$ cat src/smpq_pkg.sv
// smpq_pkg: shared types, constants and compare functions for the sorted min priority queue
// no dependencies
`timescale 1ns / 1ps

package smpq_pkg;

  localparam int KeyW = 32;
  localparam logic [KeyW-2:0] InfMag = 31'h7F800000;

  typedef enum logic [1:0] {
    OP_PUSH  = 2'd0,
    OP_POP   = 2'd1,
    OP_CLEAR = 2'd2,
    OP_READ  = 2'd3
  } op_t;

  typedef struct packed {
    logic push;
    logic pop;
  } cell_ctl_t;

  // order-preserving map of a float pattern; both zeros map alike
  function automatic logic [KeyW-1:0] order_key(input logic [KeyW-1:0] a);
    logic [KeyW-1:0] r;
    if (a[KeyW-2:0] == '0) begin
      r = {1'b1, {(KeyW-1){1'b0}}};
    end else if (a[KeyW-1]) begin
      r = {1'b1, {(KeyW-1){1'b0}}} - {1'b0, a[KeyW-2:0]};
    end else begin
      r = {1'b1, {(KeyW-1){1'b0}}} + a;
    end
    return r;
  endfunction

  // any compare with a nan is false
  function automatic logic ieee_less(input logic [KeyW-1:0] a, input logic [KeyW-1:0] b);
    if ((a[KeyW-2:0] > InfMag) || (b[KeyW-2:0] > InfMag)) begin
      return 1'b0;
    end
    return order_key(a) < order_key(b);
  endfunction

endpackage

$ cat src/smpq_cell.sv
// smpq_cell: one slot of the sorted chain, holds one key
// depends on smpq_pkg
`timescale 1ns / 1ps

module smpq_cell (
  input  logic                        clk,
  input  smpq_pkg::cell_ctl_t         ctl,
  input  logic                        valid,      // slot is occupied
  input  logic                        first,      // slot 0
  input  logic                        left_valid,
  input  logic                        left_less,  // left neighbor key less than new key (slot 0: not above it)
  input  logic [smpq_pkg::KeyW-1:0]   left_key,
  input  logic [smpq_pkg::KeyW-1:0]   right_key,
  input  logic [smpq_pkg::KeyW-1:0]   new_key,
  output logic                        less_out,
  output logic [smpq_pkg::KeyW-1:0]   key_out
);

  logic [smpq_pkg::KeyW-1:0] key_r, key_nxt;
  logic cmp_lt, less_here, take_new, shift_in;

  assign cmp_lt    = valid && smpq_pkg::ieee_less(key_r, new_key);
  assign less_here = first ? (valid && !smpq_pkg::ieee_less(new_key, key_r)) : cmp_lt;
  assign less_out  = less_here;
  // new key lands at first slot whose key is not below it; at slot 0 an equal key stays ahead
  assign take_new  = first ? !less_here : (left_valid && left_less && !less_here);
  assign shift_in  = first ? !less_here : !(left_valid && left_less);
  assign key_out   = key_r;

  always_comb begin
    key_nxt = key_r;
    if (ctl.push) begin
      if (take_new) begin
        key_nxt = new_key;
      end else if (shift_in && !first) begin
        key_nxt = left_key;
      end
    end else if (ctl.pop) begin
      key_nxt = right_key;
    end
  end

  always_ff @(posedge clk) begin
    key_r <= key_nxt;
  end

endmodule

$ cat src/sorted_min_priority_queue.sv
// sorted_min_priority_queue: top level, chain of DEPTH key cells and count
// depends on smpq_pkg, smpq_cell
// output: result of each accepted request held in an output register
// throughput: one request per cycle while in_stall is low; all cells compare and shift in parallel
// reset: entry count and output valid cleared, stored keys undefined until written
`timescale 1ns / 1ps

module sorted_min_priority_queue #(
  parameter int DEPTH = 16
) (
  input  logic        clk,
  input  logic        rst_n,
  input  logic        in_valid,
  output logic        in_stall,
  input  logic [1:0]  in_opcode,
  input  logic [31:0] in_key,
  output logic        out_valid,
  input  logic        out_stall,
  output logic [31:0] out_min_key,
  output logic        out_not_empty,
  output logic [4:0]  out_entry_count,
  output logic        out_status
);

  localparam int CntW = $clog2(DEPTH + 1);

  logic [CntW-1:0] count_r, count_nxt;
  logic            ovalid_r;
  logic [31:0]     omin_r;
  logic            onz_r, ostat_r;
  logic [4:0]      ocnt_r;
  logic            acc, full, stat;
  smpq_pkg::op_t   op;
  smpq_pkg::cell_ctl_t ctl;
  logic [31:0]     keys [DEPTH];
  logic            less [DEPTH];

  assign in_stall = ovalid_r && out_stall;
  assign acc      = in_valid && !in_stall;
  assign op       = smpq_pkg::op_t'(in_opcode);
  assign full     = (count_r == CntW'(DEPTH));

  always_comb begin
    ctl       = '0;
    count_nxt = count_r;
    stat      = 1'b0;
    unique case (op)
      smpq_pkg::OP_PUSH: begin
        if (full) begin
          stat = 1'b1;
        end else begin
          ctl.push  = acc;
          count_nxt = count_r + 1'b1;
        end
      end
      smpq_pkg::OP_POP: begin
        if (count_r != '0) begin
          ctl.pop   = acc;
          count_nxt = count_r - 1'b1;
        end
      end
      smpq_pkg::OP_CLEAR: count_nxt = '0;
      default: ;
    endcase
  end

  genvar g;
  generate
    for (g = 0; g < DEPTH; g++) begin : g_cell
      smpq_cell u_cell (
        .clk       (clk),
        .ctl       (ctl),
        .valid     (CntW'(g) < count_r),
        .first     (g == 0),
        .left_valid(g == 0 ? 1'b0 : (CntW'(g) <= count_r)),
        .left_less (g == 0 ? 1'b0 : less[(g == 0) ? 0 : g - 1]),
        .left_key  (keys[(g == 0) ? 0 : g - 1]),
        .right_key (keys[(g == DEPTH - 1) ? g : g + 1]),
        .new_key   (in_key),
        .less_out  (less[g]),
        .key_out   (keys[g])
      );
    end
  endgenerate

  // slot 0 chain link: new key goes after slot 0 when not below it
  // handled in cell via first flag; slot 1 sees slot 0 as "less" when it is not above

  logic [31:0] min_nxt;
  logic [CntW-1:0] cnt_after;
  logic take0;
  assign take0     = (count_r == '0) || smpq_pkg::ieee_less(in_key, keys[0]);
  assign cnt_after = count_nxt;

  always_comb begin
    min_nxt = keys[0];
    if (ctl.push) begin
      min_nxt = take0 ? in_key : keys[0];
    end else if (ctl.pop) begin
      min_nxt = keys[(DEPTH > 1) ? 1 : 0];
    end
    if (cnt_after == '0) begin
      min_nxt = '0;
    end
  end

  always_ff @(posedge clk) begin
    if (!rst_n) begin
      count_r  <= '0;
      ovalid_r <= 1'b0;
    end else begin
      if (acc) begin
        count_r  <= count_nxt;
        ovalid_r <= 1'b1;
      end else if (!out_stall) begin
        ovalid_r <= 1'b0;
      end
    end
  end

  always_ff @(posedge clk) begin
    if (acc) begin
      omin_r  <= min_nxt;
      onz_r   <= (cnt_after != '0);
      ocnt_r  <= 5'(cnt_after);
      ostat_r <= stat;
    end
  end

  assign out_valid       = ovalid_r;
  assign out_min_key     = omin_r;
  assign out_not_empty   = onz_r;
  assign out_entry_count = ocnt_r;
  assign out_status      = ostat_r;

endmodule
$ cat config.mk
export PLATFORM = sky130hd
export DESIGN_NAME = sorted_min_priority_queue
export DESIGN_NICKNAME = d
export VERILOG_FILES = /design/src/smpq_pkg.sv /design/src/smpq_cell.sv /design/src/sorted_min_priority_queue.sv
export SDC_FILE = /design/constraint.sdc
export NUM_CORES = 2
export LEC_CHECK = 0
export BUFFER_PORTS_ARGS = -buffer_cell sky130_fd_sc_hd__buf_2
export CELL_PAD_IN_SITES_DETAIL_PLACEMENT = 1
export CELL_PAD_IN_SITES_GLOBAL_PLACEMENT = 1
export CORE_MARGIN = 5
export CORE_UTILIZATION = 38
export DETAILED_ROUTE_END_ITERATION = 8
export GPL_TIMING_DRIVEN = 0
export PLACE_DENSITY_LB_ADDON = 0.15
export SYNTH_ARGS = -nofsm -noshare
export SYNTH_HDL_FRONTEND = slang
export SYNTH_SLANG_ARGS = --single-unit
$ cat constraint.sdc
create_clock -name clk -period 7.3 [get_ports clk]
set_input_delay 0.365 -clock clk [delete_from_list [all_inputs] [get_ports clk]]
set_output_delay 0.365 -clock clk [all_outputs]
set_load 0.01 [all_outputs]
==> impl_metrics.json <==
{
  "status": "finished with violations",
  "violations": "capacitance limit, slew limit, setup timing",
  "dieArea_sq_um": 150000,
  "tightest_slew_ps": 1570,
  "slew_viol_final": 68,
  "antenna_found_initial": 26,
  "nFillCells": 16679,
  "synth.avg_cell_area_sq_um": 8.56,
  "rows": 138,
  "synth_edf_count": 551,
  "max_cap_violations": 8,
  "detailed_place.area_sq_um": 58600,
  "hold_violations": 0,
  "routedWlPerCell_um": 34.7,
  "path_max_fanout": 10,
  "drc_errors": 0,
  "cts_tree": "built",
  "io_pins": 79,
  "first_global_vias": 54111,
  "drive_above_1_share": 0.0831,
  "combinationalPowerShare": 0.353,
  "ant_nets": 0,
  "cts_buffers": 77,
  "endpoint_kind": "flip-flop",
  "tns_ps": -182,
  "yosysTopAreaCellShare": 0.306,
  "period_minus_slack_ps": 7360,
  "port_buffers": 73,
  "htreeDepth": 3,
  "nNetsFinal": 7093,
  "synth_warnings": 0,
  "grt_usage": 0.376,
  "internal_power_mw": 7.85,
  "synth_area_leaders": "edfxtp_1 (31%), ha_1 (12%), nand2_1 (5.2%), xnor2_1 (4.4%), nor2_1 (3.8%)",
  "viasPerCell": 6.68,
  "clk_path_buf_depth": 3,
  "start_util": 0.383,
  "wl_um": 296000,
  "synth_cell_type_count": 95,
  "crit_arrival_ps": 7780,
  "synth_nets": 6867,
  "clk_latency_ps": 710,
  "gp_congestion": 1.00,
  "period_share": 1.01,
  "grt_overflow": 0,
  "cts_root_buf": "clkbuf_16",
  "drt_iter0_markers": 7637,
  "relSlewSlack": -0.0473,
  "cp_data_required_time_ps": 7720,
  "finClkSkew_ps": 31.1,
  "synth_ff_type": "edfxtp_1",
  "fmax_ghz": 0.136,
  "clkPwrFrac": 0.315,
  "p_switching_mw": 4.98,
  "p_leak_nw": 23.6,
  "die_x_um": 388,
  "cp-start-kind": "primary input",
  "synth_area_sq_um": 54200,
  "core_sq_um": 142000,
  "async_flop_share": 0,
  "p_seq_frac": 0.332,
  "grt_pass1_wl_um": 410000,
  "powerDensity_nw_per_um2": 208,
  "die_y_um": 388,
  "rsz0062_at_grt": "true",
  "post-route-cell-area_sq_um": 61700,
  "grt_max_degree": 38,
  "setup_ws_ps": -64.0,
  "seq_area_frac_synth": 0.308,
  "hold_class": "primary input to flip-flop",
  "via_count": 56922,
  "clkSinkCount": 557,
  "synth_cells": 6327,
  "firstDrtPassIters": 9,
  "ys_seq_elements": 557,
  "dp_hpwl_um": 231000,
  "peakVddDrop_uv": 180,
  "critPathKind": "primary input to flip-flop",
  "syn2layout_area_growth_pct": 14.0,
  "clkTransAtPathRegs_ps": 60,
  "setup_viol": 8,
  "p_sw_frac": 0.388,
  "synth_top_area_cell": "edfxtp_1"
}
-- repair_timing --
action | CTS | global route
gates resized for setup | 26 | 35
hold buffers | 3 | 0
endpoints found under the setup margin | 1024 | 450
setup buffers | 7 | 6
endpoints found under the hold margin | 6 | 0
gates cloned | 1 | 0
pin swaps | 5 | 4
-- cells by family (layout without fill, tap and decap cells) --
| group | count (synthesis) | after routing | share of synthesized area |
|---|---|---|---|
| simple gates | 2378 | 2379 | 0.209 |
| xor+xnor | 498 | 498 | 0.0805 |
| fa+ha+maj | 508 | 508 | 0.117 |
| mux | 201 | 201 | 0.0386 |
| buf+inv | 640 | 928 | 0.0468 |
| compound gates | 1545 | 1545 | 0.200 |
| flops | 557 | 557 | 0.308 |
| other cells | 0 | 20 | 0 |
-- cell type report --
type                    count  area, sq um  share of cell area
diodes                     20         50.0            0.000811
plain buffers             518         2150              0.0349
clock buffers              90         2080              0.0337
clock inverters            52          515             0.00835
inverters                 121          462             0.00748
multi-input cells        5131        35700               0.578
flip-flops and latches    557        16700               0.270
well taps                1890         2360              0.0383
repair buffers            147         1750              0.0283
-- synthesized netlist by cell type, types with 8 or more instances --
cell type,number
nand2_1,748
ha_1,502
o41ai_1,79
a41oi_1,31
edfxtp_1,551
or4_1,79
nand2b_1,39
a221o_1,94
a221oi_1,11
or3_1,96
mux2i_1,139
nor4_1,47
nand4b_1,8
or2_2,47
nand3b_1,8
o311ai_0,38
a21oi_1,287
nor2b_1,28
o31a_1,8
buf_1,19
xnor2_1,271
mux2_1,33
o21a_1,19
a21o_1,135
nor2_1,544
and4_1,9
nand4_1,132
clkbuf_1,442
o31ai_1,153
and3_1,44
and2_1,43
a211o_1,17
a31oi_1,21
o221ai_1,40
nand3_1,391
xor2_1,227
o211ai_1,198
mux2_2,29
a2111oi_0,12
o21ai_0,271
inv_1,117
a211oi_1,60
buf_2,45
nor3_1,79
-- worst paths after layout --
| kind | startpoint | end | slack [ps] | depth (start not counted) |
|---|---|---|---|---|
| min reg2reg | g_cell[14].u_cell.key_out[16] | g_cell[15].u_cell.key_out[16] | 670 | 1 |
| max reg2reg | g_cell[2].u_cell.key_out[10] | g_cell[3].u_cell.key_out[8] | 30 | 16 |
| min | in_key[1] | g_cell[10].u_cell.key_out[1] | 320 | 3 |
| max | in_key[0] | g_cell[3].u_cell.key_out[8] | -60 | 21 |
-- state kept, by name, summed over array words and instances (netlist names) --
| register | count |
|---|---|
| g_cell.u_cell.key_out | 512 |
| out_status | 1 |
| count_r | 5 |
| out_not_empty | 1 |
| out_valid | 1 |
| out_entry_count | 5 |
| out_min_key | 32 |
-- layer usage --
layer	part of all wire	up-vias	track usage
li1	-	24275	-
met1	0.41	28612	0.515
met2	0.41	3359	0.546
met3	0.11	668	0.0881
met4	0.067	8	0.209
met5	0.00017	-	0
-- metrics by stage --
stage	cells	hold slack [ps]	power [mW]	worst slack [ps]	utilization
final	8526	323	12.8	-64.0	0.436
after global routing	8507	281	13.3	-12.7	0.436
after CTS	8499	258	12.7	40.5	0.434
after detailed placement	8347	594	8.64	-2500	0.414
after global placement	8290	581	8.33	-5410	0.402
after floorplan	6327	483	6.85	57.8	-
-- critical path, cell delays in order --
cell and delay [ps]:
clkbuf_4 350, inv_8 310, ha_1 260, or4b_1 520
nor4_1 510, buf_2 360, nand3_4 350, clkbuf_1 500
nand2_8 340, buf_16 220, ha_1 270, a21o_1 170
a21oi_1 150, nor2b_1 70, o31ai_1 280, o2111ai_1 270
a221oi_1 1130, o21ai_2 410, buf_2 360, mux2i_1 360
o21ai_0 140
-- power groups by stage --
stage | registers (mW) | logic [mW] | clock network [mW]
floorplan | 4.17 | 2.68 | 0
global placement | 4.31 | 4.02 | 0
detailed placement | 4.31 | 4.34 | 0
CTS | 4.24 | 4.38 | 4.04
global route | 4.28 | 4.84 | 4.17
finish | 4.26 | 4.53 | 4.04
-- placed cells by master, fill, tap and decap left out, types with 198 or more instances in the layout --
master and count:
o211ai_1 198, xnor2_1 268, a21oi_1 281, nor2_1 535, edfxtp_1 551, clkbuf_1 399
o21ai_0 270, nand2_1 733, ha_1 502, nand3_1 390, xor2_1 216
(Power assumes the default switching activity.)
